File: src/design/pru_pkg.sv
// Shared types, constants and codes for the pixel replicate upscaler.
// No dependencies; pru_front, pru_queue, pru_back and the top level import this package.
`default_nettype none

package pru_pkg;

   localparam int MAX_WIDTH_DEF = 1024;   // line store depth default
   localparam int MAX_SCALE     = 64;     // replication factor cap
   localparam int QUEUE_DEPTH   = 4;      // command queue between front and back
   localparam int QPTR_W        = $clog2(QUEUE_DEPTH);
   localparam int QCOUNT_W      = $clog2(QUEUE_DEPTH + 1);
   localparam int SCALE_W       = 7;
   localparam int COLS_W        = 11;
   localparam int ROWS_W        = 16;
   localparam int PIX_W         = 24;
   localparam int CSR_INDEX_W   = 2;
   localparam int CSR_DATA_W    = 16;

   localparam logic FUNC_PIXEL  = 1'b0;
   localparam logic FUNC_REPLAY = 1'b1;

   typedef enum logic [CSR_INDEX_W-1:0] {
      CSR_SCALE  = 2'd0,
      CSR_WIDTH  = 2'd1,
      CSR_HEIGHT = 2'd2
   } csr_index_type;

   typedef enum logic {
      PHASE_LOAD   = 1'b0,
      PHASE_REPLAY = 1'b1
   } phase_type;

   typedef struct packed {
      logic       func;
      logic [7:0] red_in;
      logic [7:0] green_in;
      logic [7:0] blue_in;
   } req_type;

   typedef struct packed {
      logic [7:0] red_out;
      logic [7:0] green_out;
      logic [7:0] blue_out;
      logic [1:0] pad_bytes;
      logic       row_end;
      logic       frame_end;
      logic       phase_error;
      logic       run_last;
   } rsp_type;

   // Effective (clamped) configuration seen by the front end.
   typedef struct packed {
      logic [SCALE_W-1:0] scale;
      logic [COLS_W-1:0]  width;
      logic [ROWS_W-1:0]  height;
   } cfg_type;

   // One queued command: a run of identical output pixels.
   typedef struct packed {
      logic [PIX_W-1:0]   pixel;
      logic               from_store;
      logic [SCALE_W-1:0] count;
      logic [1:0]         pad_bytes;
      logic               row_end;
      logic               frame_end;
      logic               phase_error;
   } cmd_type;

endpackage : pru_pkg

`default_nettype wire

File: src/design/pru_back.sv
// Back end: expands each queued command into its run of result pixels,
// one per cycle unless stalled, into the result register. Uses pru_pkg.
`default_nettype none

module pru_back (
   input  wire logic             clock,
   input  wire logic             reset,
   input  wire pru_pkg::cmd_type head_cmd,
   input  wire logic             head_valid,
   output      logic             head_pop,
   output      logic             rsp_empty,
   input  wire logic             rsp_pop,
   output      pru_pkg::rsp_type rsp_data
);
   import pru_pkg::*;

   logic [SCALE_W-1:0] beat_ff, beat_in;
   logic               out_valid_ff, out_valid_in;
   rsp_type            out_ff, out_in;
   logic               load;
   logic               beat_last;

   assign beat_last = (beat_ff + SCALE_W'(1)) == head_cmd.count;
   assign load      = head_valid && (!out_valid_ff || rsp_pop);
   assign head_pop  = load && beat_last;

   always_comb begin
      beat_in      = beat_ff;
      out_valid_in = out_valid_ff;
      out_in       = out_ff;
      if (load) begin
         out_valid_in       = 1'b1;
         beat_in            = beat_last ? '0 : beat_ff + SCALE_W'(1);
         out_in.red_out     = head_cmd.pixel[23:16];
         out_in.green_out   = head_cmd.pixel[15:8];
         out_in.blue_out    = head_cmd.pixel[7:0];
         out_in.pad_bytes   = beat_last ? head_cmd.pad_bytes : 2'd0;
         out_in.row_end     = beat_last && head_cmd.row_end;
         out_in.frame_end   = beat_last && head_cmd.frame_end;
         out_in.phase_error = head_cmd.phase_error;
         out_in.run_last    = beat_last;
      end else if (rsp_pop) begin
         out_valid_in = 1'b0;
      end
   end

   always_ff @(posedge clock) begin
      if (reset) begin
         beat_ff      <= '0;
         out_valid_ff <= 1'b0;
      end else begin
         beat_ff      <= beat_in;
         out_valid_ff <= out_valid_in;
      end
      out_ff <= out_in;
   end

   assign rsp_empty = !out_valid_ff;
   assign rsp_data  = out_ff;

endmodule : pru_back

`default_nettype wire

File: config.mk
export PLATFORM = sky130hd
export DESIGN_NAME = pru_back
export DESIGN_NICKNAME = d
export VERILOG_FILES = /design/src/design/pru_pkg.sv /design/src/design/pru_back.sv
export SDC_FILE = /design/constraint.sdc
export NUM_CORES = 1
export LEC_CHECK = 0
export BUFFER_PORTS_ARGS = -buffer_cell sky130_fd_sc_hd__clkbuf_2
export CORE_ASPECT_RATIO = 1.2
export CORE_UTILIZATION = 45
export DETAILED_ROUTE_END_ITERATION = 16
export PLACE_DENSITY_LB_ADDON = 0.15
export RECOVER_POWER = 50
export SLEW_MARGIN = 20
export SYNTH_ARGS = -nofsm -noshare
export SYNTH_HDL_FRONTEND = slang
export SYNTH_SLANG_ARGS = --single-unit
File: constraint.sdc
create_clock -name clock -period 2.95 [get_ports clock]
set_input_delay 0.59 -clock clock [delete_from_list [all_inputs] [get_ports clock]]
set_output_delay 0.59 -clock clock [all_outputs]
set_load 0.05 [all_outputs]
# Word-level counts from Yosys, hierarchy flattened
# Index checks and enable logic that the tools add are counted.
# op_classes
addsub	1
multipliers	0
div_mod_pow	0
n_lt_le_gt_ge	0
n_eq_ne	1
shift	0
muxes	3
n_bitwise	0
n_reduce_logical	7
# op_table
cell	count
7-bit by 1-bit adder with 7-bit output, second input constant	1
7-bit equality test	1
7-bit 2-to-1 mux	1
1-bit logical AND	4
1-bit 2-to-1 mux	2
2-bit nonzero test	1
1-bit logical NOT	1
1-bit logical OR	1
# totals
reg_bits	38
latchBits	0
mem_bits_rw	0
rom_bits	0
inputBits	41
wordCells	22
n_memories	0

# Depth between registers and ports, before layout
# Gate-level depths: netlist (run 1).
# logic_depth
ltp_word	4
mapped_depth	6
mapped_depth_nobuf	6

# Worst setup path before layout (run 1)
# Ideal clock, no wire load.
# synth_path
path_type	register to output
startpoint	register beat_ff[0]
endpoint	output port head_pop
arrival_time_ps	1890
t_required_ps	2360
setup_slack_ps	470
stages_incl_launch_ff	6
n_path_buf	0
path_cell_list	dfxtp_1 -> ha_1 -> xor2_1 -> o211ai_1 -> mux2i_2 -> nor4_4
# synth_via
elab_chain_cells	3
# synth_lines
element	line	rtl
from (decl)	pru_back.sv:17	logic [SCALE_W-1:0] beat_ff, beat_in;
from (signal assigned)	pru_back.sv:52	beat_ff <= beat_in;
7-bit by 1-bit adder with 7-bit output	pru_back.sv:23	assign beat_last = (beat_ff + SCALE_W'(1)) == head_cmd.count;
7-bit equality test	pru_back.sv:23	
1-bit logical AND	pru_back.sv:25	assign head_pop = load && beat_last;
to (decl)	pru_back.sv:10	output logic head_pop,
# No other way between the ends.

# Worst setup path after layout (run 1)
# Same ends and word-level chain as after synthesis.

==> results of run 1 <==
## metal layers
layer  global-route usage (%)  part of all wire, %
met1                     19.2                   39
met2                     30.3                   52
met3                     6.26                  7.1
met4                     6.56                  1.6
met5                        0                    0
## logic make-up after synthesis
family	share of synthesized area (%)
AO/OA/AOI/OAI	6.79
XOR/XNOR	5.58
adder cells (fa/ha/maj)	0.808
buffers and inverters	1.94
flip-flops	68.6
multiplexers	0.889
AND/OR/NAND/NOR	15.4
## final cells by class
cell class	count	area [sq um]	share of cell area, %
well taps	36	45.0	2.28
inverters	5	18.8	0.948
clock inverters	2	10.0	0.506
flip-flops and latches	38	1060	53.6
multi-input cells	59	459	23.2
repair buffers	73	344	17.4
clock buffers	6	41.3	2.09
## cells in the mapped netlist (3+ instances only)
cell / instances / share of area (%)
xor2_1: 4 / 2.3
inv_1: 4 / 0.97
dfxtp_1: 8 / 10
and2_1: 5 / 2.0
xnor2_1: 4 / 2.3
nand2_1: 4 / 0.97
nand3_1: 5 / 1.6
o211ai_1: 3 / 1.5
edfxtp_1: 30 / 58
o21ai_0: 3 / 0.97
a21oi_1: 3 / 0.97
nor2_1: 3 / 0.73
## sequential cells by signal, indices dropped and copies added (netlist names)
register and count:
rsp_data 30, beat_ff 7, out_valid_ff 1
## worst min path at each step
stage | end | slack, ns
2_1_floorplan | beat_ff[1] | 0.46
3_3_place_gp | beat_ff[1] | 0.48
3_5_place_dp | beat_ff[1] | 0.49
4_1_cts | rsp_data[8] | 0.41
5_1_grt | rsp_data[1] | 0.39
6_report | rsp_data[27] | 0.43
## power by group through the flow
stage	Clock, W	Combinational, W	Sequential [W]
2_1_floorplan	0	0.0000461	0.000711
3_3_place_gp	0	0.000180	0.000628
3_5_place_dp	0	0.000183	0.000630
4_1_cts	0.000260	0.000184	0.000618
5_1_grt	0.000286	0.000189	0.000620
6_report	0.000250	0.000178	0.000617
## worst max-delay path, stage by stage (launching register included)
cell      delay, ns
dfxtp_1        0.45
ha_2           0.29
nand3_1        0.18
nor2_2         0.24
xnor2_2        0.17
nor4_4         0.25
clkbuf_4       0.28
## through the flow
stage | instance area (sq um) | utilization, % | instances | power, W
final | 1980 | 62.5 | 219 | 0.00105
after global routing | 1980 | 62.5 | 219 | 0.00109
after CTS | 2000 | 63.3 | 219 | 0.00106
after detailed placement | 1950 | 61.7 | 211 | 0.000813
after global placement | 1950 | 61.7 | 211 | 0.000809
after floorplan | 1550 | - | 104 | 0.000757
==> reports/metrics.yaml, run 1 <==
status:
  outcome: "complete, no violations"
finish:
  fillCellCount: 260
  final_cell_mix: "47 x clkbuf_2, 30 x edfxtp_1, 24 x clkbuf_1"
  drive_above_1_share_pct: 36.1
  nNetsFinal: 224
  areaGrowthSynthToFinish_pct: 27.9
  antenna_cells: 0
  final_common_cell: "clkbuf_2"
setup_path:
  reg2reg_to: "rsp_data[5]"
  crit_path_start_kind: "flip-flop"
  cp-endpoint: "head_pop"
  crit_type: "flip-flop to output pin"
  r2r-start: "beat_ff[0]"
  critPathMaxFanout: 6
  startpoint: "beat_ff[0]"
  rr_worst_depth: 6
  cp-end-kind: "output pin"
  crit_required_ns: 2.36
  arrival_ns: 2.19
  worst-r2r-setup-slack_ns: 1.01
floorplan:
  die-area_sq_um: 3680
  ios: 73
  dieWidth_um: 55.5
  row_count: 22
  die_height_um: 66.2
  initial_core_util_pct: 48.9
  core_sq_um: 3170
synth:
  synth-seq-cells: 38
  async_flop_share_pct: 0
  synth-edff-count: 30
  avgSynthCellArea_sq_um: 14.9
  yosysWarnings: 0
  synth_flop_cell: "edfxtp_1"
  ys_types: 34
  synth_area_sq_um: 1550
  syn_nets: 146
  yosysSeqAreaShare_pct: 68.6
  synth_cells: 104
sta:
  maxSlewViolCount: 0
  worst_slack_ns: 0.171
  relSlewSlack_pct: 60.0
  period_share_pct: 94.2
  post-route-min-period_ns: 2.78
  fin_setup_tns_ns: 0
  setup_violations: 0
  tightest_slew_ns: 0.603
  fin_worst_skew_ns: 0.0147
  holdWs_ns: 0.425
  max_freq_mhz: 360
  hold_viol: 0
  rsz0062_at_grt: "false"
clock_tree:
  clock_path_buffers: 2
  cts-hold-fix-buffers: 0
  clk_latency_ns: 0.33
  path_clk_slew_ns: 0.11
  cts_made_buffers: 5
  cts.repair.resized: 0
  cts.sinks: 38
  cts_tree: "built"
  postCtsSetupRepairBufs: 0
  htreeDepth: 2
  cts_root_buf: "clkbuf_4"
hold_path:
  holdCritPathClass: "input port to flip-flop"
  hold_depth: 1
  hp-start: "head_cmd[34]"
detailed_routing:
  dr.first_iter.drc_count: 16
  avgRoutedWirePerCell_um: 13.4
  first_pass_iters: 4
  drtAntennaViolNets: 0
  viasPerCell: 5.10
  drt-total-wl_um: 2950
  drc: 0
  vias: 1117
global_route:
  grt_pass1_wl_um: 4710
  track_usage_pct: 17.3
  overflow: 0
  grt_pass1_vias: 1074
  grt_max_degree: 22
  antenna_found_initial: 0
power_and_ir_drop:
  p_clk_share_pct: 23.9
  leakage_nw: 0.775
  switching_share_pct: 28.8
  ir_drop_v: 0.000346
  internal_power_w: 0.000744
  seqPwrFrac_pct: 59.0
  comb_power_share_pct: 17.1
  p_sw_w: 0.000302
  p_per_area_nw_per_um2: 528
placement:
  portBuffers: 71
  hpwlAfterDp_um: 2200
  dp_slack_ns: 0.452
  gp_congestion: 0.818
flow_run:
  cap_violations: 0
(Power assumes the default switching activity.)
==> inputs of run 2 (changes only) <==
REMOVE_ABC_BUFFERS = 1   (was unset)
==> reports/metrics.yaml, run 2 (same netlist as run 1, synthesis figures left out) <==
setup_path:
  worst-r2r-setup-slack_ns: 0.98
  crit_required_ns: 2.36
  arrival_ns: 2.15
  rr_worst_depth: 7
  crit_path_start_kind: "flip-flop"
  r2r-start: "beat_ff[0]"
  reg2reg_to: "beat_ff[2]"
  crit_type: "flip-flop to output pin"
  critPathMaxFanout: 6
  cp-end-kind: "output pin"
detailed_routing:
  drt-total-wl_um: 2820
  vias: 1116
  viasPerCell: 5.10
  wl_met3_um: 192
  avgRoutedWirePerCell_um: 12.9
  wl_met2_um: 1470
  drt-met1-wl_um: 1090
  drtAntennaViolNets: 0
  drc: 0
  dr.first_iter.drc_count: 24
  first_pass_iters: 4
  dr.max_layer_used: "met4"
sta:
  rsz0062_at_grt: "false"
  fin_worst_skew_ns: 0.00641
  tightest_slew_ns: 0.616
  maxSlewViolCount: 0
  post-route-min-period_ns: 2.74
  setup_violations: 0
  max_freq_mhz: 365
  fin_setup_tns_ns: 0
  relSlewSlack_pct: 59.1
  period_share_pct: 92.9
  hold_viol: 0
status:
  outcome: "complete, no violations"
global_route:
  antenna_found_initial: 0
  track_usage_pct: 16.0
  grt_pass1_vias: 1021
  grt_max_degree: 16
  overflow: 0
  grt_pass1_wl_um: 4370
placement:
  portBuffers: 71
  gp_congestion: 0.742
  hpwlAfterDp_um: 2130
finish:
  antenna_cells: 0
  final_cell_mix: "46 x clkbuf_2, 30 x edfxtp_1, 24 x clkbuf_1"
  regArea_sq_um: 1060
  drive_above_1_share_pct: 36.1
  multi_input_area_sq_um: 459
  largest_reg_flops: 30
  areaGrowthSynthToFinish_pct: 28.1
  nNetsFinal: 225
  fillCellCount: 271
  final_common_cell: "clkbuf_2"
floorplan:
  initial_core_util_pct: 48.9
  die_height_um: 66.2
  core_sq_um: 3170
  die-area_sq_um: 3680
  dieWidth_um: 55.5
  ios: 73
  row_count: 22
hold_path:
  hold_depth: 1
  hp-start: "head_cmd[28]"
  min_to: "rsp_data[21]"
  holdCritPathClass: "input port to flip-flop"
clock_tree:
  cts_root_buf: "clkbuf_4"
  cts_made_buffers: 5
  cts_tree: "built"
  clock_path_buffers: 2
  path_clk_slew_ns: 0.11
  clk_latency_ns: 0.33
  cts.sinks: 38
  htreeDepth: 2
power_and_ir_drop:
  p_sw_w: 0.000301
  internal_power_w: 0.000740
  p_total_w: 0.00104
  p_per_area_nw_per_um2: 525
  seqPwrFrac_pct: 59.2
  p_clk_share_pct: 23.5
  ir_drop_v: 0.000373
  comb_power_share_pct: 17.3
  leakage_nw: 0.775
  switching_share_pct: 28.9
flow_run:
  cap_violations: 0
run 2: cell types whose count changed in the layout (fill, tap and decap cells not counted):
cell and delta:
buf_4 +1, clkbuf_2 -1
run 2: power by group through the flow:
stage	logic [W]	clock network, W	registers, W
after detailed placement	0.000185	0	0.000629
after global routing	0.000191	0.000276	0.000619
final	0.000180	0.000244	0.000616
after CTS	0.000186	0.000255	0.000617
after global placement	0.000182	0	0.000628
after floorplan	0.0000443	0	0.000711
run 2: final cells by class:
cell class,instances,share of cell area (%)
sequential,38,53.5
multi-input combinational,59,23.2
timing repair buffer,74,17.7
tap,36,2.27
clock buffer,5,1.89
inverter,5,0.947
clock inverter,2,0.505
run 2: per-stage QoR:
step	hold slack, ns	std cells	util, %	instance area (sq um)	worst slack [ns]
6_report	0.425	219	62.6	1980	0.210
5_1_grt	0.403	219	62.6	1980	0.0439
4_1_cts	0.412	219	63.4	2010	0.0895
3_5_place_dp	0.485	212	61.9	1960	0.468
3_3_place_gp	0.478	212	61.9	1960	0.510
2_1_floorplan	0.456	102	-	1540	0.469
run 2: repair_timing:
item | 4_1_cts | 5_1_grt
endpoints found under the setup margin | 0 | 1
hold buffers | 0 | 0
resized for setup | 0 | 3
buffers inserted | 0 | 0
run 2: worst max-delay path by stage:
stage,end,from
floorplan,head_pop,beat_ff[0]
global placement,head_pop,head_cmd[7]
detailed placement,head_pop,beat_ff[0]
CTS,head_pop,beat_ff[0]
global route,head_pop,beat_ff[0]
finish,head_pop,beat_ff[0]
run 2: layer usage:
metal  GRT usage, %  vias to the layer above
met5              0                        -
met4           9.38                        0
met3           4.70                        7
met2           29.1                       45
met1           16.3                      514
li1               -                      550
run 2: worst max-delay path: stages (launching register included):
cell and delay, ns:
dfxtp_1 0.44, ha_2 0.28, nand3_1 0.17, nor2_2 0.23, xnor2_2 0.17, nor4_4 0.25
clkbuf_4 0.28
