$ cat config.mk
export PLATFORM = sky130hd
export DESIGN_NAME = pru_front
export DESIGN_NICKNAME = d
export VERILOG_FILES = /design/src/design/pru_pkg.sv /design/src/design/pru_front.sv
export SDC_FILE = /design/constraint.sdc
export NUM_CORES = 1
export LEC_CHECK = 0
export BUFFER_PORTS_ARGS = -buffer_cell sky130_fd_sc_hd__buf_2
export CAP_MARGIN = 5
export CELL_PAD_IN_SITES_DETAIL_PLACEMENT = 1
export CELL_PAD_IN_SITES_GLOBAL_PLACEMENT = 1
export CORE_ASPECT_RATIO = 1.1
export CORE_UTILIZATION = 30
export CTS_BUF_LIST = sky130_fd_sc_hd__clkbuf_4 sky130_fd_sc_hd__clkbuf_8 sky130_fd_sc_hd__clkbuf_16
export CTS_CLUSTER_SIZE = 24
export DETAILED_ROUTE_END_ITERATION = 10
export PLACE_DENSITY = 0.73
export SLEW_MARGIN = 25
export SYNTH_ARGS = -nofsm -noshare
export SYNTH_HDL_FRONTEND = slang
export SYNTH_SLANG_ARGS = --single-unit
export TNS_END_PERCENT = 100
$ cat constraint.sdc
create_clock -name clock -period 3.87 [get_ports clock]
set_clock_uncertainty 0.15 [all_clocks]
set_input_delay 0.1935 -clock clock [delete_from_list [all_inputs] [get_ports clock]]
set_output_delay 0.1935 -clock clock [all_outputs]
set_load 0.1 [all_outputs]
$ cat src/design/pru_pkg.sv
// Shared types, constants and codes for the pixel replicate upscaler.
// No dependencies; pru_front, pru_queue, pru_back and the top level import this package.
`default_nettype none

package pru_pkg;

   localparam int MAX_WIDTH_DEF = 1024;   // line store depth default
   localparam int MAX_SCALE     = 64;     // replication factor cap
   localparam int QUEUE_DEPTH   = 4;      // command queue between front and back
   localparam int QPTR_W        = $clog2(QUEUE_DEPTH);
   localparam int QCOUNT_W      = $clog2(QUEUE_DEPTH + 1);
   localparam int SCALE_W       = 7;
   localparam int COLS_W        = 11;
   localparam int ROWS_W        = 16;
   localparam int PIX_W         = 24;
   localparam int CSR_INDEX_W   = 2;
   localparam int CSR_DATA_W    = 16;

   localparam logic FUNC_PIXEL  = 1'b0;
   localparam logic FUNC_REPLAY = 1'b1;

   typedef enum logic [CSR_INDEX_W-1:0] {
      CSR_SCALE  = 2'd0,
      CSR_WIDTH  = 2'd1,
      CSR_HEIGHT = 2'd2
   } csr_index_type;

   typedef enum logic {
      PHASE_LOAD   = 1'b0,
      PHASE_REPLAY = 1'b1
   } phase_type;

   typedef struct packed {
      logic       func;
      logic [7:0] red_in;
      logic [7:0] green_in;
      logic [7:0] blue_in;
   } req_type;

   typedef struct packed {
      logic [7:0] red_out;
      logic [7:0] green_out;
      logic [7:0] blue_out;
      logic [1:0] pad_bytes;
      logic       row_end;
      logic       frame_end;
      logic       phase_error;
      logic       run_last;
   } rsp_type;

   // Effective (clamped) configuration seen by the front end.
   typedef struct packed {
      logic [SCALE_W-1:0] scale;
      logic [COLS_W-1:0]  width;
      logic [ROWS_W-1:0]  height;
   } cfg_type;

   // One queued command: a run of identical output pixels.
   typedef struct packed {
      logic [PIX_W-1:0]   pixel;
      logic               from_store;
      logic [SCALE_W-1:0] count;
      logic [1:0]         pad_bytes;
      logic               row_end;
      logic               frame_end;
      logic               phase_error;
   } cmd_type;

endpackage : pru_pkg

`default_nettype wire

$ cat src/design/pru_front.sv
// Front end: accepts items, checks the phase, tracks column/row/pass and
// drives the line store; hands one command per item to the queue. Uses pru_pkg.
`default_nettype none

module pru_front #(
   parameter int MAX_WIDTH = pru_pkg::MAX_WIDTH_DEF,
   parameter int ADDR_W    = (MAX_WIDTH > 1) ? $clog2(MAX_WIDTH) : 1
) (
   input  wire logic                           clock,
   input  wire logic                           reset,
   input  wire pru_pkg::cfg_type               cfg,
   input  wire logic                           restart,
   input  wire logic                           req_push,
   input  wire pru_pkg::req_type               req_data,
   output      logic                           req_full,
   input  wire logic [pru_pkg::QCOUNT_W-1:0]   queue_count,
   output      logic                           queue_push,
   output      pru_pkg::cmd_type               queue_cmd,
   output      logic                           ram_we,
   output      logic [ADDR_W-1:0]              ram_addr,
   output      logic [pru_pkg::PIX_W-1:0]      ram_wdata,
   input  wire logic [pru_pkg::PIX_W-1:0]      ram_rdata
);
   import pru_pkg::*;

   logic [ADDR_W-1:0]  col_ff, col_in;
   logic [ROWS_W-1:0]  row_ff, row_in;
   logic [SCALE_W-1:0] pass_ff, pass_in;
   phase_type          phase_ff, phase_in;
   logic               s1_valid_ff, s1_valid_in;
   cmd_type            s1_cmd_ff, s1_cmd_in;

   logic               accept;
   logic               want_replay;
   logic               mismatch;
   logic               row_last;
   logic [SCALE_W-1:0] pass_next;
   logic               row_done;
   logic               frame_last;
   logic [1:0]         pad;
   logic [PIX_W-1:0]   in_pixel;

   // Room for the item in flight plus this one.
   assign req_full = (32'(queue_count) + 32'(s1_valid_ff)) >= 32'(QUEUE_DEPTH);
   assign accept   = req_push && !req_full;

   assign want_replay = (req_data.func == FUNC_REPLAY);
   assign mismatch    = want_replay != (phase_ff == PHASE_REPLAY);
   assign in_pixel    = {req_data.red_in, req_data.green_in, req_data.blue_in};
   assign row_last    = (32'(col_ff) + 32'd1) >= 32'(cfg.width);
   assign pass_next   = (phase_ff == PHASE_REPLAY) ? pass_ff + SCALE_W'(1) : SCALE_W'(1);
   assign row_done    = pass_next >= cfg.scale;
   assign frame_last  = ({1'b0, row_ff} + 17'd1) >= {1'b0, cfg.height};
   // (width*scale) mod 4 only depends on the two low bits of each.
   assign pad         = 2'(cfg.width[1:0] * cfg.scale[1:0]);

   assign ram_we    = accept && !mismatch && !want_replay;
   assign ram_addr  = col_ff;
   assign ram_wdata = in_pixel;

   always_comb begin
      col_in      = col_ff;
      row_in      = row_ff;
      pass_in     = pass_ff;
      phase_in    = phase_ff;
      s1_valid_in = accept;
      s1_cmd_in   = '0;

      if (mismatch) begin
         s1_cmd_in.count       = SCALE_W'(1);
         s1_cmd_in.phase_error = 1'b1;
      end else begin
         s1_cmd_in.pixel      = want_replay ? '0 : in_pixel;
         s1_cmd_in.from_store = want_replay;
         s1_cmd_in.count      = cfg.scale;
         s1_cmd_in.row_end    = row_last;
         s1_cmd_in.pad_bytes  = row_last ? pad : 2'd0;
         s1_cmd_in.frame_end  = row_last && row_done && frame_last;
      end

      if (restart) begin
         col_in   = '0;
         row_in   = '0;
         pass_in  = '0;
         phase_in = PHASE_LOAD;
      end else if (accept && !mismatch) begin
         if (row_last) begin
            col_in = '0;
            if (row_done) begin
               pass_in  = '0;
               phase_in = PHASE_LOAD;
               row_in   = frame_last ? '0 : row_ff + ROWS_W'(1);
            end else begin
               pass_in  = pass_next;
               phase_in = PHASE_REPLAY;
            end
         end else begin
            col_in = col_ff + ADDR_W'(1);
         end
      end
   end

   always_ff @(posedge clock) begin
      if (reset) begin
         col_ff      <= '0;
         row_ff      <= '0;
         pass_ff     <= '0;
         phase_ff    <= PHASE_LOAD;
         s1_valid_ff <= 1'b0;
      end else begin
         col_ff      <= col_in;
         row_ff      <= row_in;
         pass_ff     <= pass_in;
         phase_ff    <= phase_in;
         s1_valid_ff <= s1_valid_in;
      end
      s1_cmd_ff <= s1_cmd_in;
   end

   // Merge the store read data, which lands in the cycle after accept.
   always_comb begin
      queue_cmd = s1_cmd_ff;
      if (s1_cmd_ff.from_store) begin
         queue_cmd.pixel = ram_rdata;
      end
   end

   assign queue_push = s1_valid_ff;

endmodule : pru_front

`default_nettype wire

Word-level counts from Yosys, hierarchy flattened --
Cells that the tools add are included.
Operators by class: add/subtract/negate cells 6, multipliers 1, $lt $le $gt $ge 4, equality and inequality tests 1, multiplexer cells 7, bitwise logic cells 1, reduce and logical (&&, ||, !) cells 13
Operator list (number):
- $mux W24 | 1
- $add A16 B1 Y17 const B | 1
- $ge A17 B16 Y1 | 1
- $add A16 B1 Y16 const B | 1
- $mux W16 | 1
- $mux W7 | 2
- $add A10 B1 Y11 const B | 1
- $ge A11 B11 Y1 | 1
- $add A10 B1 Y10 const B | 1
- $mux W10 | 1
- $add A7 B1 Y7 const B | 1
- $ge A7 B7 Y1 | 1
- $reduce_or A2 Y1 | 3
- $logic_and A1 B1 Y1 | 5
- $add A3 B1 Y4 | 1
- $ge A4 B3 Y1 const B | 1
- $logic_not A1 Y1 | 3
- $reduce_and A3 Y1 | 1
- $mul A2 B2 Y2 | 1
- $mux W1 | 2
- $reduce_and A2 Y1 | 1
- $ne A1 B1 Y1 | 1
- $not A1 Y1 | 1
Storage, ports and cells: register bits 72, output and inout bits 74, word-level logic and storage cells 45

Longest topological paths before layout --
word-level depth 6, gate-level depth with buffers 13

Worst setup path after synthesis --
Ideal clock, no wire load.
kind reg-to-reg, start register col_ff[0], in the netlist ram_addr[0], end register col_ff[2], in the netlist ram_addr[2], setup time 75 ps, arrival time 3793 ps, data required time 3645 ps, setup slack -148 ps, cell stages (with the launch flop) 14, path buffers 1, period minus slack after synthesis 4018 ps, cell sequence dfxtp_1 > ha_1 > nand3_1 > inv_1 > nand3_1 > or2_2 > xnor2_1 > ha_1 > a2111oi_0 > o21ai_0 > o21ai_1 > buf_2 > nand3b_1 > a31oi_1
On the way: cells in the longest elaborated chain, start to end 3, elaborated cells on any way between the ends 4
Ends and longest elaborated chain:
- from (decl) | RTL line pru_front.sv:26 | logic [ADDR_W-1:0] col_ff, col_in;
- from (signal assigned) | RTL line pru_front.sv:111 | col_ff <= col_in;
- $add A10 B1 Y11 | RTL line pru_front.sv:50 | assign row_last = (32'(col_ff) + 32'd1) >= 32'(cfg.width);
- $ge A11 B11 Y1 | RTL line pru_front.sv:50
- $mux W10 (*) | RTL line pru_front.sv:87 | if (row_last) begin
Mark *: on every way between the ends. The rest lies on a longest branch, timed or not. A chain may end at the register's enable or synchronous reset.

Worst setup path in the final report --
start register row_ff[1], end register row_ff[1]
On the way: cells in the longest elaborated chain, start to end 3, elaborated cells on any way between the ends 4
Ends and longest elaborated chain:
- from (decl) | RTL line pru_front.sv:27 | logic [ROWS_W-1:0] row_ff, row_in;
- from (signal assigned) | RTL line pru_front.sv:112 | row_ff <= row_in;
- $add A16 B1 Y17 | RTL line pru_front.sv:53 | assign frame_last = ({1'b0, row_ff} + 17'd1) >= {1'b0, cfg.height};
- $ge A17 B16 Y1 | RTL line pru_front.sv:53
- $mux W16 (*) | RTL line pru_front.sv:92 | row_in = frame_last ? '0 : row_ff + ROWS_W'(1);
Marked as above.

==> metrics <==
Post-Synthesis Cells=535; f_max=0.2753 GHz; WP buf/inv=1; Overall Global Routing Usage=around 18%; GPL Wtd Cong=approximately 0.81; Placement Cell Area=5256 um2; P_leak=2.721 nW; Max VDD drop=0.0001816 V; Max clock buf depth=2; outcome=completed; DP HPWL=10.70 mm; Die Ht=131.7 um; Startpoint Class=register; sw power=roughly 720 uW; register area share after synthesis=31.42%; period utilization=93.86%; syn_nets=roughly 660; slowest stage cell, crit path=or4_4; commonest non-fill, non-tap cell in the layout=buf_2; Internal=1.349 mW; core area=approximately 15000 um2; Clock transition at path regs=roughly 60 ps; Sequential Area=1448 um2; WHS=13.96 ps; critical path arrival=3740 ps; Core Rows=47; Multi-input gate area=2564 um2; wire per inst=15.89 um; Ys Warns=0; first drt pass iteration count=4; clock sink total=72; clock share of power=38.2%; count of input and output buffers=163; sum of negative setup slack=0 ps; post-route ant nets=0; Power per Cell Area=approximately 350 nW/um2; final WL=14.13 mm; commonest cells after routing, fill and taps aside=163 x buf_2, 67 x dfxtp_1, 39 x inv_1, 37 x nand2_1, 37 x ha_1; postcts setup bufs=0; Die X=119.9 um; diode count=0; Final Hold Violating Endpoints=0; Slew @ Worst Pin=892.2 ps; critical path peak fanout=25; worst hold path class=in2reg; Synth Register Bits=72; Sw Share=34.81%; vias in the first global route=between 4000 and 5000; DR vias/cell=4.907; largest net degree at the start of global routing=37; Crit Path Category=reg2reg; sequential fraction of design power=37.3%; CP Capture Type=register; share of cells above drive strength 1=33.77%; relative slew slack=40.51%; Comb pwr share=24.5%; H-tree levels=3; Max-cap violations=0; Yosys cell types=57; CTS tree=built; initial antenna violation count=0; Fillers=1813; Final WS setup=237.5 ps; Layout area overhead=28.81%; die area=15790 um2; via count=4362; io pins=164; CP max stage delay=just under 600 ps; Cell Area, Synth=approximately 4600 um2; Root Driver=clkbuf_16; DP Worst Slack=87.16 ps; DRC=0; clk_lat worst skew=~330 ps; Initial Util=30.59%; CTS Buf Count=9; CP Data Required Time=3980 ps; CP top delay family=simple AND/OR/NAND/NOR gates; Final Slew Violations=0; final setup violation count=0; Final Non-Filler Cells=889; Final nets=816; dpl cells=~840; fin area=5908 um2; Final min period=3632 ps; GRT Residual Overflow=0; syn_area_per_cell=8.574 um2; global-route wire length before repair=between 20 and 25 mm; initial DRC count=160; Cell Chain, Critical Path=ha_4, nand3_4, or4_4, or2_4, xnor2_1, ha_1, nand3_1, nor4_1, a221o_1, a211oi_4, buf_12, nand4_1, a21oi_1
-- path summary, 6_finish.rpt --
check                           slack [ps]                      end  cells after the start               startpoint
worst max-delay path                   240   row_ff[1]$_SDFFE_PP0P_                     13   row_ff[1]$_SDFFE_PP0P_
worst min-delay path                    10  queue_cmd[6]$_SDFF_PP0_                      3                  cfg[28]
worst max register to register         240   row_ff[1]$_SDFFE_PP0P_                     13   row_ff[1]$_SDFFE_PP0P_
worst min register to register         320  pass_ff[6]$_SDFFE_PP0P_                      2  pass_ff[6]$_SDFFE_PP0P_
-- state kept, by name (all words and copies together), names as in the netlist --
name	count
s1_cmd_ff	24
ram_addr	10
queue_push	1
phase_ff	1
row_ff	16
queue_cmd	13
pass_ff	7
-- worst register-to-register path, stage by stage (launching register included) --
cell      delay, ps
dfxtp_1         420
ha_4            200
nand3_4         120
or4_4           580
or2_4           300
xnor2_1         140
ha_1            300
nand3_1         150
nor4_1           80
a221o_1         340
a211oi_4        270
buf_12          210
nand4_1         120
a21oi_1         190
-- through the flow --
stage               power (mW)  util (%)
detailed placement       1.268     35.05
CTS                      2.089     39.15
global placement         1.260     35.04
floorplan                1.185         -
global route             2.151     39.40
finish                   2.069     39.40
-- layer usage --
layer | global-route usage [%] | wire length, um | part of all wire [%]
met1 | 19.32 | 5633 | 40
met2 | 34.65 | 7571 | 54
met3 | 3.950 | 789 | 5.6
met4 | 5.000 | 130 | 0.92
met5 | 0 | 0 | 0
-- synthesized netlist by cell type (all sizes together) --
library cell,n,area (um2)
a221o,1,10.01
a21o,2,15.01
mux2,24,270.3
and4,1,8.760
a211o,1,8.760
o2bb2ai,1,8.760
buf,44,334.1
ha,38,475.5
and2b,1,7.510
xor2,9,78.83
a21oi,32,160.2
o21ai,15,78.83
a31oi,2,12.51
nor3,14,75.07
nor2,26,100.1
nand4b,2,17.52
nand2b,2,12.51
inv,39,146.4
o31ai,1,7.510
nand3,25,137.6
xnor2,19,166.4
nand2,37,138.9
and3,7,43.79
o211a,1,10.01
and2,29,181.4
or2,6,40.04
clkdlybuf4s18,1,10.01
or3,6,38.79
or4,1,11.26
o311ai,2,17.52
o211ai,8,70.06
o22ai,5,37.53
o21a,2,15.01
clkbuf,17,106.4
nand3b,2,15.01
a2111oi,2,17.52
nor4,3,18.77
nand4,30,187.7
dfxtp,72,1441
o21bai,1,7.510
a2111o,1,11.26
a211oi,3,35.03
-- power by group through the flow --
stage | clock (mW) | sequential, mW | combinational, mW
after global routing | 0.849 | 0.773 | 0.529
after CTS | 0.810 | 0.771 | 0.508
final | 0.791 | 0.771 | 0.507
after global placement | 0 | 0.786 | 0.474
after floorplan | 0 | 0.785 | 0.399
after detailed placement | 0 | 0.787 | 0.481
-- final cells by class --
cell class | instances | area share (%)
timing repair buffer | 204 | 20.67
clock buffer | 11 | 4.278
multi-input combinational | 362 | 43.39
clock inverter | 5 | 0.5294
inverter | 39 | 2.478
sequential | 72 | 24.50
tap | 196 | 4.151
-- cells by family (layout without fill, tap and decap cells) --
group                    after synthesis  after routing  share of synthesized area (%)
flip-flops                            72             72                          31.42
AND/OR/NAND/NOR                      192            192                          22.56
adder cells (fa/ha/maj)               38             38                          10.37
XOR/XNOR                              28             28                          5.347
AO/OA/AOI/OAI                         80             80                          11.40
buffers and inverters                101            259                          13.01
multiplexers                          24             24                          5.892
-- repair_timing --
item	CTS	global route
setup endpoints to repair	0	23
gates resized for setup	0	7
endpoints found under the hold margin	32	1
hold buffers	33	1
(Power assumes the default switching activity.)
