File: config.mk
export PLATFORM = sky130hd
export DESIGN_NAME = pru_queue
export DESIGN_NICKNAME = d
export VERILOG_FILES = /design/src/design/pru_pkg.sv /design/src/design/pru_queue.sv
export SDC_FILE = /design/constraint.sdc
export NUM_CORES = 1
export LEC_CHECK = 0
export BUFFER_PORTS_ARGS = -buffer_cell sky130_fd_sc_hd__buf_2
export CAP_MARGIN = 20
export CORE_MARGIN = 2
export CORE_UTILIZATION = 45
export CTS_CLUSTER_SIZE = 30
export DETAILED_ROUTE_END_ITERATION = 7
export GPL_TIMING_DRIVEN = 1
export PLACE_DENSITY = 0.68
export SETUP_SLACK_MARGIN = 0.5
export SLEW_MARGIN = 20
export SYNTH_ARGS = -nofsm -noshare
export SYNTH_HDL_FRONTEND = slang
export SYNTH_SLANG_ARGS = --single-unit
File: constraint.sdc
create_clock -name clock -period 2 [get_ports clock]
set_clock_uncertainty 0.05 [all_clocks]
set_input_delay 0.3 -clock clock [delete_from_list [all_inputs] [get_ports clock]]
set_output_delay 0.3 -clock clock [all_outputs]
set_load 0.02 [all_outputs]
File: src/design/pru_pkg.sv
// Shared types, constants and codes for the pixel replicate upscaler.
// No dependencies; pru_front, pru_queue, pru_back and the top level import this package.
`default_nettype none

package pru_pkg;

   localparam int MAX_WIDTH_DEF = 1024;   // line store depth default
   localparam int MAX_SCALE     = 64;     // replication factor cap
   localparam int QUEUE_DEPTH   = 4;      // command queue between front and back
   localparam int QPTR_W        = $clog2(QUEUE_DEPTH);
   localparam int QCOUNT_W      = $clog2(QUEUE_DEPTH + 1);
   localparam int SCALE_W       = 7;
   localparam int COLS_W        = 11;
   localparam int ROWS_W        = 16;
   localparam int PIX_W         = 24;
   localparam int CSR_INDEX_W   = 2;
   localparam int CSR_DATA_W    = 16;

   localparam logic FUNC_PIXEL  = 1'b0;
   localparam logic FUNC_REPLAY = 1'b1;

   typedef enum logic [CSR_INDEX_W-1:0] {
      CSR_SCALE  = 2'd0,
      CSR_WIDTH  = 2'd1,
      CSR_HEIGHT = 2'd2
   } csr_index_type;

   typedef enum logic {
      PHASE_LOAD   = 1'b0,
      PHASE_REPLAY = 1'b1
   } phase_type;

   typedef struct packed {
      logic       func;
      logic [7:0] red_in;
      logic [7:0] green_in;
      logic [7:0] blue_in;
   } req_type;

   typedef struct packed {
      logic [7:0] red_out;
      logic [7:0] green_out;
      logic [7:0] blue_out;
      logic [1:0] pad_bytes;
      logic       row_end;
      logic       frame_end;
      logic       phase_error;
      logic       run_last;
   } rsp_type;

   // Effective (clamped) configuration seen by the front end.
   typedef struct packed {
      logic [SCALE_W-1:0] scale;
      logic [COLS_W-1:0]  width;
      logic [ROWS_W-1:0]  height;
   } cfg_type;

   // One queued command: a run of identical output pixels.
   typedef struct packed {
      logic [PIX_W-1:0]   pixel;
      logic               from_store;
      logic [SCALE_W-1:0] count;
      logic [1:0]         pad_bytes;
      logic               row_end;
      logic               frame_end;
      logic               phase_error;
   } cmd_type;

endpackage : pru_pkg

`default_nettype wire

File: src/design/pru_queue.sv
// Short command queue between front and back end.
// Uses pru_pkg.
`default_nettype none

module pru_queue (
   input  wire logic                         clock,
   input  wire logic                         reset,
   input  wire logic                         push,
   input  wire pru_pkg::cmd_type             push_cmd,
   input  wire logic                         pop,
   output      pru_pkg::cmd_type             head_cmd,
   output      logic                         head_valid,
   output      logic [pru_pkg::QCOUNT_W-1:0] count
);
   import pru_pkg::*;

   localparam int PW = (QPTR_W > 0) ? QPTR_W : 1;

   cmd_type              mem_ff [QUEUE_DEPTH];
   logic [PW-1:0]        wr_ptr_ff, wr_ptr_in;
   logic [PW-1:0]        rd_ptr_ff, rd_ptr_in;
   logic [QCOUNT_W-1:0]  count_ff, count_in;
   logic                 do_pop;

   assign do_pop = pop && (count_ff != '0);

   always_comb begin
      wr_ptr_in = wr_ptr_ff;
      rd_ptr_in = rd_ptr_ff;
      count_in  = count_ff;
      if (push) begin
         wr_ptr_in = (32'(wr_ptr_ff) == QUEUE_DEPTH - 1) ? '0 : wr_ptr_ff + PW'(1);
      end
      if (do_pop) begin
         rd_ptr_in = (32'(rd_ptr_ff) == QUEUE_DEPTH - 1) ? '0 : rd_ptr_ff + PW'(1);
      end
      if (push && !do_pop) begin
         count_in = count_ff + QCOUNT_W'(1);
      end else if (!push && do_pop) begin
         count_in = count_ff - QCOUNT_W'(1);
      end
   end

   always_ff @(posedge clock) begin
      if (reset) begin
         wr_ptr_ff <= '0;
         rd_ptr_ff <= '0;
         count_ff  <= '0;
      end else begin
         wr_ptr_ff <= wr_ptr_in;
         rd_ptr_ff <= rd_ptr_in;
         count_ff  <= count_in;
      end
      if (push) begin
         mem_ff[wr_ptr_ff] <= push_cmd;
      end
   end

   assign head_cmd   = mem_ff[rd_ptr_ff];
   assign head_valid = (count_ff != '0);
   assign count      = count_ff;

endmodule : pru_queue

`default_nettype wire

# After elaboration in Yosys (flattened, before gate mapping)
# Memories as Yosys holds them, arrays and structs flattened. A register that Yosys moved wholly into a read port is not among the register bits.
# Cells that the tools add are included.
# totals
n_memories	1
ff_bits	7
ram_bits	148
inputBits	41
output_inout_bits	41
# mem_list
name	words	width	read_ports	rd_ports_with_merged_regs	write_ports	line_no	source
mem_ff	4	37	1	1	1	pru_queue.sv:19	cmd_type mem_ff [QUEUE_DEPTH];
# op_classes
reduce_logical	7
muxes	8
n_addsub	4
n_eq_ne	2
# ops
operator	count
$mux 2	4
$mux 3	2
$add 2x1->2 const B	2
$eq 2x2->1 const B	2
$add 3x1->3 const B	1
$logic_and 1x1->1	3
$reduce_bool 3->1	1
$sub 3x1->3 const B	1
$logic_not 1->1	2
$mux 1	2
$reduce_bool 2->1	1

# Longest topological paths before layout
# Gate-level depths: netlist (run 1).
# depth
ltp_word	5
mapped_depth	7

# Worst setup path after synthesis (run 1)
# OpenSTA, ideal clock, no wires.
# synth_path
path_type	register -> register
start	register count_ff[1] (netlist: count[1])
end	register count_ff[2] (netlist: count[2])
stages_incl_launch_ff	8
t_arrival_ns	1.952
required_ns	1.880
slack_ns	-0.072
period_less_slack_ns	2.072
path_buffers	0
path_cell_list	dfxtp_1 -> o31ai_4 -> ha_1 -> inv_1 -> fa_1 -> xor2_1 -> or3_1 -> a21oi_1
# synth_via
elab_chain_cells	5
elab_cells_between_ends	10
cone_classes	add/sub: 2; mux: 2; reduce/logical: 6
# synth_lines
element	line_no	source
start, declared	pru_queue.sv:22	logic [QCOUNT_W-1:0] count_ff, count_in;
start signal, assigned	pru_queue.sv:52	count_ff <= count_in;
parallel branches: the longest is 5 deep, another holds $sub 3x1->3	-	
# Parallel ways; which one is timed is not known. The select of a mux whose other input is x is not followed.
# A chain may end at the register's enable or synchronous reset.

==> results.yml, run 1 <==
synthesis:
  synth_enable_flop_cells: 148
  synth.yosys.warnings: 0
  ys.flop_type: "edfxtp_1"
  synth_area_sq_um: 5850
  ys_seq_area_share_pct: 79.1
  avgSynthCellArea_sq_um: 24.8
  yosysTopAreaCell: "edfxtp_1"
  synth_cell_types: 20
  synth-seq-cells: 157
  synth_cells: 236
  synth_top_cells_by_count: "edfxtp_1 (148), mux4_2 (30), dfxtp_1 (9), mux4_1 (7)"
  synth_top_area_share_pct: 76.0
  async_flop_share_pct: 0
  syn_nets: 284
  synth.most_common_cell: "edfxtp_1"
  synthTopCellsByArea: "edfxtp_1 (76%), mux4_2 (12%), mux4_1 (3.1%), dfxtp_1 (3.1%), ha_1 (1.3%)"
setup_path:
  worstPathRequired_ps: 1650
  critPathKind: "flop to primary output"
  critPathCaptureType: "primary output"
  r2r-start: "count[2]"
  path_max_fanout: 5
  start_kind: "flop"
  crit_arrival_ps: 1750
timing:
  worst_pin_slew_ps: 334
  layout_setup_ws_ps: -105
  drv_slew: 0
  hold_viol: 0
  whs_ps: 42.7
  min_period_ps: 2100
  finalCritPeriodShare_pct: 105
  slew_headroom_pct: 77.7
  setup_viol: 36
  max_freq_mhz: 475
  rsz0062_at_grt: "true"
route:
  postRouteAntennaNets: 0
  avgViaCountPerCell: 5.06
  wl_per_cell_um: 18.4
  vias: 2745
  drt_first_pass_iters: 4
  drc_errors: 0
  initialDrtViolationCount: 159
  wl_um: 9970
global_route:
  overflow: 0
  gr-usage-all-layers_pct: 15.4
  grt_max_degree: 22
  grt_pass1_vias: 2957
  antenna_found_initial: 0
  grt_pass1_wl_um: 15500
power:
  switchingPower_mw: 2.39
  combPwrFrac_pct: 26.6
  p_leak_nw: 2.62
  power_frac_clock_pct: 31.2
  ir_drop_uv: 593
  p_per_area_nw_per_um2: 1230
  sequentialPowerShare_pct: 42.2
  p_sw_share_pct: 25.9
  p_int_mw: 6.83
floorplan:
  start_util_pct: 46.1
  die_y_um: 118
  die_area_sq_um: 13900
  fp.dieW_um: 118
  core_area_sq_um: 12700
  io_pins: 82
  core.rowCount: 41
worst_hold_path:
  hp-start: "push_cmd[35]"
  hp-class: "primary input to flop"
cells_and_area:
  final_util_pct: 59.3
  antenna_cells: 0
  drive_above_1_share_pct: 51.1
  nets: 406
  area_growth_pct: 28.5
clocking:
  cts_made_buffers: 17
  root_buffer: "clkbuf_16"
  cts_tree: "yes"
  worstSkewPairLatency_ps: 410
  clk_pin_slew_worst_paths_ps: 60
  htreeDepth: 4
  cts_sinks: 157
  clk_path_buf_depth: 2
  holdBufCountCts: 0
place:
  detailedPlacementHpwl_um: 5840
  portBuffers: 81
  gp_congestion: 0.761
  pre_cts_slack_ps: -9.73
run:
  drv_cap: 0
outcome:
  status: "finished, violations left"
  violations: "setup timing"
==> registers in the layout, summed over array words and instances (netlist names), named ones only <==
signal	count
mem_ff	148
count	3
rd_ptr_ff	2
wr_ptr_ff	2
==> cells in the final DEF (no fill, tap or decap), types with 2 or more instances in the layout <==
master	instances
xor2_1	2
buf_6	33
nor2_1	6
dfxtp_4	4
clkbuf_16	18
dfxtp_1	4
buf_2	52
inv_1	2
mux2i_1	4
buf_12	9
clkinv_2	4
ha_1	5
buf_4	14
buf_16	2
mux4_2	36
clkinvlp_4	3
edfxtp_1	148
or3_1	2
and2_4	3
clkbuf_1	2
clkinv_1	2
==> critical path, cell delays in order (launching register included) <==
cell and delay [ps]:
dfxtp_4 410, buf_12 130, clkbuf_16 140, mux4_2 510, buf_6 150
==> layout make-up <==
type                    instances  area, sq um
clock inverters                12         97.6
well taps                     172          215
inverters                       3         11.3
repair buffers                111          997
flip-flops and latches        157         4640
clock buffers                  19          433
fillers                       949         5160
multi-input cells              68         1120
==> worst paths after layout <==
check | end | slack (ps) | depth (start not counted)
setup / recovery | head_cmd[1] | -100 | 4
hold / removal | mem_ff[0][35] | 40 | 1
setup reg to reg | count[2] | 60 | 7
hold reg to reg | flop | 470 | 2
==> metrics by stage <==
step / instance area (sq um) / power (mW) / TNS (ps) / std cells
finish: 7510 / 9.22 / -2040 / 542
global placement: 6540 / 5.72 / 0 / 493
floorplan: 5870 / 5.26 / 0 / 236
detailed placement: 6540 / 5.75 / -9.73 / 493
global route: 7510 / 9.56 / -4370 / 542
CTS: 7410 / 9.15 / -3390 / 540
==> cell families (layout without fill, tap and decap cells) <==
family                   count (synthesis)  count (layout)  synth area share [%]
flip-flops                             157             157                  79.1
adder cells (fa/ha/maj)                  7               7                  1.63
XOR/XNOR                                 2               2                 0.300
AND/OR/NAND/NOR                         14              14                  1.20
AO/OA/AOI/OAI                            4               4                 0.621
buffers and inverters                   11             145                  1.75
multiplexers                            41              41                  15.4
==> metal layers <==
metal  vias up  track usage [%]  part of all wire, %
met3        18             4.17                  3.2
met4         0             9.04                  2.8
met1      1424             18.0                   41
li1       1243                -                    -
met5         -                0                    0
met2        60             25.8                   53
==> what timing repair did <==
action,4_1_cts,5_1_grt
gates cloned,2,1
setup buffers,14,1
pin swaps,6,3
resized for setup,46,29
endpoints found under the setup margin,62,58
==> power by group through the flow <==
stage               Clock [mW]  Combinational [mW]  Sequential, mW
detailed placement           0                1.79            3.96
floorplan                    0                1.31            3.96
finish                    2.88                2.45            3.89
CTS                       2.95                2.31            3.89
global route              3.06                2.60            3.91
global placement             0                1.77            3.94
Power figures use the tool's default switching activity.
==> inputs of run 2 (changes only) <==
CORE_MARGIN = 5   (was 2)
CORE_UTILIZATION = 51   (was 45)
PLACE_DENSITY = 0.75   (was 0.68)
==> run 2 against run 1 <==
The flow still finishes with violations (setup timing). Worst hold slack better by 10 ps. Via count grew 1.9%. Global-route usage grew 2.0 points. Flip-flop and latch count stayed put.
==> results.yml, run 2 (synthesis results as in run 1) <==
route:
  initialDrtViolationCount: 160
  drc_errors: 0
  wl_um: 10800
  vias: 2797
  drt_first_pass_iters: 4
  wl_per_cell_um: 20.8
  avgViaCountPerCell: 5.38
  postRouteAntennaNets: 0
cells_and_area:
  largest_reg_flops: 148
  final_cell_mix: "edfxtp_1 (148), buf_2 (44), buf_6 (41)"
  finish.instance_area_sq_um: 7630
  nets: 412
  antenna_cells: 0
  area_growth_pct: 30.5
  final_cells: 520
  final_util_pct: 67.4
  drive_above_1_share_pct: 52.0
  largest_register: "mem_ff"
  final_common_cell: "edfxtp_1"
setup_path:
  crit_arrival_ps: 1760
  critical_path.cell_chain: "buf_12, mux4_1, buf_2"
  critPathKind: "flop to primary output"
  r2r-start: "count[1]"
  slowest_stage: "mux4_1"
  cp_slowest_stage_delay_ps: 610
  r2r_slack_ps: 10
  ff2ff_path_depth: 7
  regToRegEndpoint: "count[2]"
  critical_path_buf_inv_count: 2
  critPathCaptureType: "primary output"
  start_kind: "flop"
  worstPathRequired_ps: 1650
  path_max_fanout: 7
  critical_path.top_delay_family: "multiplexers"
timing:
  finalCritPeriodShare_pct: 105
  max_freq_mhz: 474
  finalSetupTns_ps: -3030
  setup_viol: 36
  drv_slew: 0
  worst_pin_slew_ps: 339
  rsz0062_at_grt: "true"
  hold_viol: 0
  layout_setup_ws_ps: -108
  whs_ps: 53.1
  slew_headroom_pct: 77.4
  min_period_ps: 2110
place:
  gp_congestion: 0.680
  portBuffers: 81
  place_area_sq_um: 6520
  detailedPlacementHpwl_um: 6400
  dp.cells: 463
  pre_cts_slack_ps: -67.5
clocking:
  cts_tree: "yes"
  root_buffer: "clkbuf_16"
  htreeDepth: 4
  clk_path_buf_depth: 2
  holdBufCountCts: 0
  worstSkewPairLatency_ps: 410
  cts_sinks: 157
  cts_made_buffers: 17
  clk_pin_slew_worst_paths_ps: 60
power:
  p_leak_nw: 2.69
  ir_drop_uv: 719
  p_total_mw: 9.67
  p_per_area_nw_per_um2: 1270
floorplan:
  die_y_um: 117
  die_area_sq_um: 13700
  fp.dieW_um: 117
  io_pins: 82
  start_util_pct: 51.6
  core_area_sq_um: 11300
  core.rowCount: 39
worst_hold_path:
  hp-class: "primary input to flop"
  worst_hold_path.endpoint: "mem_ff[1][33]"
  hp-start: "push_cmd[33]"
  whs_path_depth: 1
outcome:
  status: "finished, violations left"
  violations: "setup timing"
global_route:
  overflow: 0
  gr-usage-all-layers_pct: 17.4
  grt_max_degree: 28
  grt_pass1_wl_um: 17000
  grt_pass1_vias: 3104
  antenna_found_initial: 1
run:
  drv_cap: 0
[run 2: what timing repair did]
| action | CTS | global route |
|---|---|---|
| resized for setup | 89 | 2 |
| gates cloned | 3 | 0 |
| pin swaps | 4 | 0 |
| buffers inserted | 18 | 4 |
| setup endpoints to repair | 75 | 70 |
[run 2: final cells by class]
cell class,instances,area [sq um]
tap,143,179
multi-input combinational,68,1120
clock inverter,14,166
sequential,157,4640
inverter,3,11.3
timing repair buffer,117,1080
clock buffer,18,429
fill,728,3690
[run 2: worst max path at each step]
stage | endpoint | slack (ps) | cells after the start
after floorplan | count[2] | 70 | 7
after global placement | count[2] | 50 | 7
after global routing | head_cmd[18] | -180 | 4
after detailed placement | count[2] | -70 | 7
final | head_cmd[22] | -110 | 3
after CTS | head_cmd[9] | -120 | 4
[run 2: layer usage]
layer  global-route usage [%]  wire (um)
met2                     27.0       5340
met4                     5.28         95
met3                     6.12        668
met1                     23.7       4700
met5                        0          7
[run 2: power breakdown]
group / internal (mW) / leakage [nW] / total (mW) / switching [mW]
logic: 1.42 / 0.976 / 2.57 / 1.15
registers: 3.80 / 1.44 / 3.89 / 0.0918
clock network: 1.96 / 0.276 / 3.20 / 1.24
total: 7.19 / 2.69 / 9.67 / 2.48
==> inputs of run 3 (changes only) <==
--- a/config.mk
+++ b/config.mk
@@ -13,4 +13,5 @@
 export DETAILED_ROUTE_END_ITERATION = 7
 export GPL_TIMING_DRIVEN = 1
+export MAX_ROUTING_LAYER = met4
 export PLACE_DENSITY = 0.75
 export SETUP_SLACK_MARGIN = 0.5
--- a/constraint.sdc
+++ b/constraint.sdc
@@ -3,3 +3,3 @@
 set_input_delay 0.3 -clock clock [delete_from_list [all_inputs] [get_ports clock]]
 set_output_delay 0.3 -clock clock [all_outputs]
-set_load 0.02 [all_outputs]
+set_load 0.005 [all_outputs]
==> run 3 against run 2 <==
The run still ends with setup timing left. Non-clock buffer count decreased by 7. Critical path depth increased by 1. Flip-flop and latch count unchanged. Combinational power decreased by 28%. First-iteration DRC count increased by 24%. Sequential share of layout area increased by 2.5 points. Critical path type unchanged. Largest power group unchanged. Highest routed layer is now met4.
==> results.yml, run 3 (synthesis results as in run 1) <==
outcome:
  status: "finished, violations left"
  violations: "setup timing"
route:
  dr_wl_met3_um: 609
  wl_met1_um: 4310
  drt_first_pass_iters: 4
  met2WireLength_um: 5110
  initialDrtViolationCount: 199
  wl_um: 10200
  wl_per_cell_um: 19.9
  vias: 2755
  highest-signal-layer: "met4"
  avgViaCountPerCell: 5.37
  postRouteAntennaNets: 0
  drc_errors: 0
floorplan:
  die_y_um: 117
  fp.dieW_um: 117
  core_area_sq_um: 11300
  die_area_sq_um: 13700
  start_util_pct: 51.6
  io_pins: 82
  core.rowCount: 39
timing:
  min_period_ps: 2090
  finalCritPeriodShare_pct: 105
  worst_pin_slew_ps: 301
  hold_viol: 0
  setup_viol: 34
  rsz0062_at_grt: "true"
  slew_headroom_pct: 80.0
  finalSetupTns_ps: -1460
  max_freq_mhz: 478
  layout_setup_ws_ps: -90.3
  drv_slew: 0
global_route:
  grt_pass1_vias: 2893
  grt_pass1_wl_um: 15500
  grt_max_degree: 38
  gr-usage-all-layers_pct: 16.5
  overflow: 0
  antenna_found_initial: 0
cells_and_area:
  largest_register: "mem_ff"
  final_cell_mix: "edfxtp_1 (148), buf_2 (77), mux4_2 (34)"
  regArea_sq_um: 4640
  largest_reg_flops: 148
  final_cells: 513
  fill_cells: 782
  multi_input_comb_area_sq_um: 1120
  final_util_pct: 64.7
  drive_above_1_share_pct: 48.9
  antenna_cells: 0
  final_common_cell: "edfxtp_1"
  nets: 405
  area_growth_pct: 25.2
place:
  gp_congestion: 0.708
  detailedPlacementHpwl_um: 5930
  portBuffers: 81
  dp.cells: 466
clocking:
  root_buffer: "clkbuf_16"
  holdBufCountCts: 0
  cts_tree: "yes"
  cts_made_buffers: 17
  cts_sinks: 157
  worstSkewPairLatency_ps: 410
  htreeDepth: 4
  clk_pin_slew_worst_paths_ps: 60
  clk_path_buf_depth: 2
setup_path:
  critPathKind: "flop to primary output"
  path_max_fanout: 6
  start_kind: "flop"
  crit_arrival_ps: 1740
  worstPathRequired_ps: 1650
  critPathCaptureType: "primary output"
power:
  ir_drop_uv: 774
  p_leak_nw: 2.58
  p_per_area_nw_per_um2: 1190
run:
  drv_cap: 0
worst_hold_path:
  hp-class: "primary input to flop"
[run 3: metrics by stage]
stage,setup WS (ps),power (mW),hold WS [ps],instance area [sq um]
final,-90.3,8.68,45.3,7320
after global placement,52.9,5.42,443,6540
after global routing,-149,9.11,24.5,7320
after floorplan,98.7,4.90,312,5860
after detailed placement,-14.7,5.45,456,6540
after CTS,-113,8.64,19.0,7220
[run 3: report_power, final]
group	internal, mW	switching, mW	total [mW]
logic	1.13	0.733	1.86
registers	3.80	0.0979	3.90
clock network	1.80	1.12	2.92
[run 3: repair_timing]
action	in CTS	in global routing
buffers inserted	8	3
endpoints found under the setup margin	40	64
gates cloned	2	2
pin swaps	3	1
resized for setup	17	5
[run 3: cell type report]
type | instances | share of cell area (%)
Inverter | 3 | 0.154
Timing Repair Buffer | 110 | 11.3
Sequential cell | 157 | 63.4
Clock buffer | 20 | 5.96
Tap cell | 143 | 2.44
Multi-Input combinational cell | 68 | 15.3
Clock inverter | 12 | 1.40
[run 3: path summary, 6_finish.rpt]
check	start	to	slack, ps	cells after the start
setup / recovery	flop	head_cmd[1]	-90	4
hold / removal	push_cmd[9]	mem_ff[1][9]	50	1
setup reg to reg	count[1]	count[2]	20	7
hold reg to reg	rd_ptr_ff[0]	flop	460	2
[run 3: worst max-delay path, stage by stage (launching register included)]
cell and delay (ps):
dfxtp_4 390, buf_12 130, clkbuf_16 150, mux4_2 510
buf_2 150
[run 3: routing by layer]
layer,vias to the layer above,GRT usage (%)
met4,0,6.88
li1,1241,-
met5,-,-
met1,1421,19.7
met2,76,25.8
met3,17,5.91
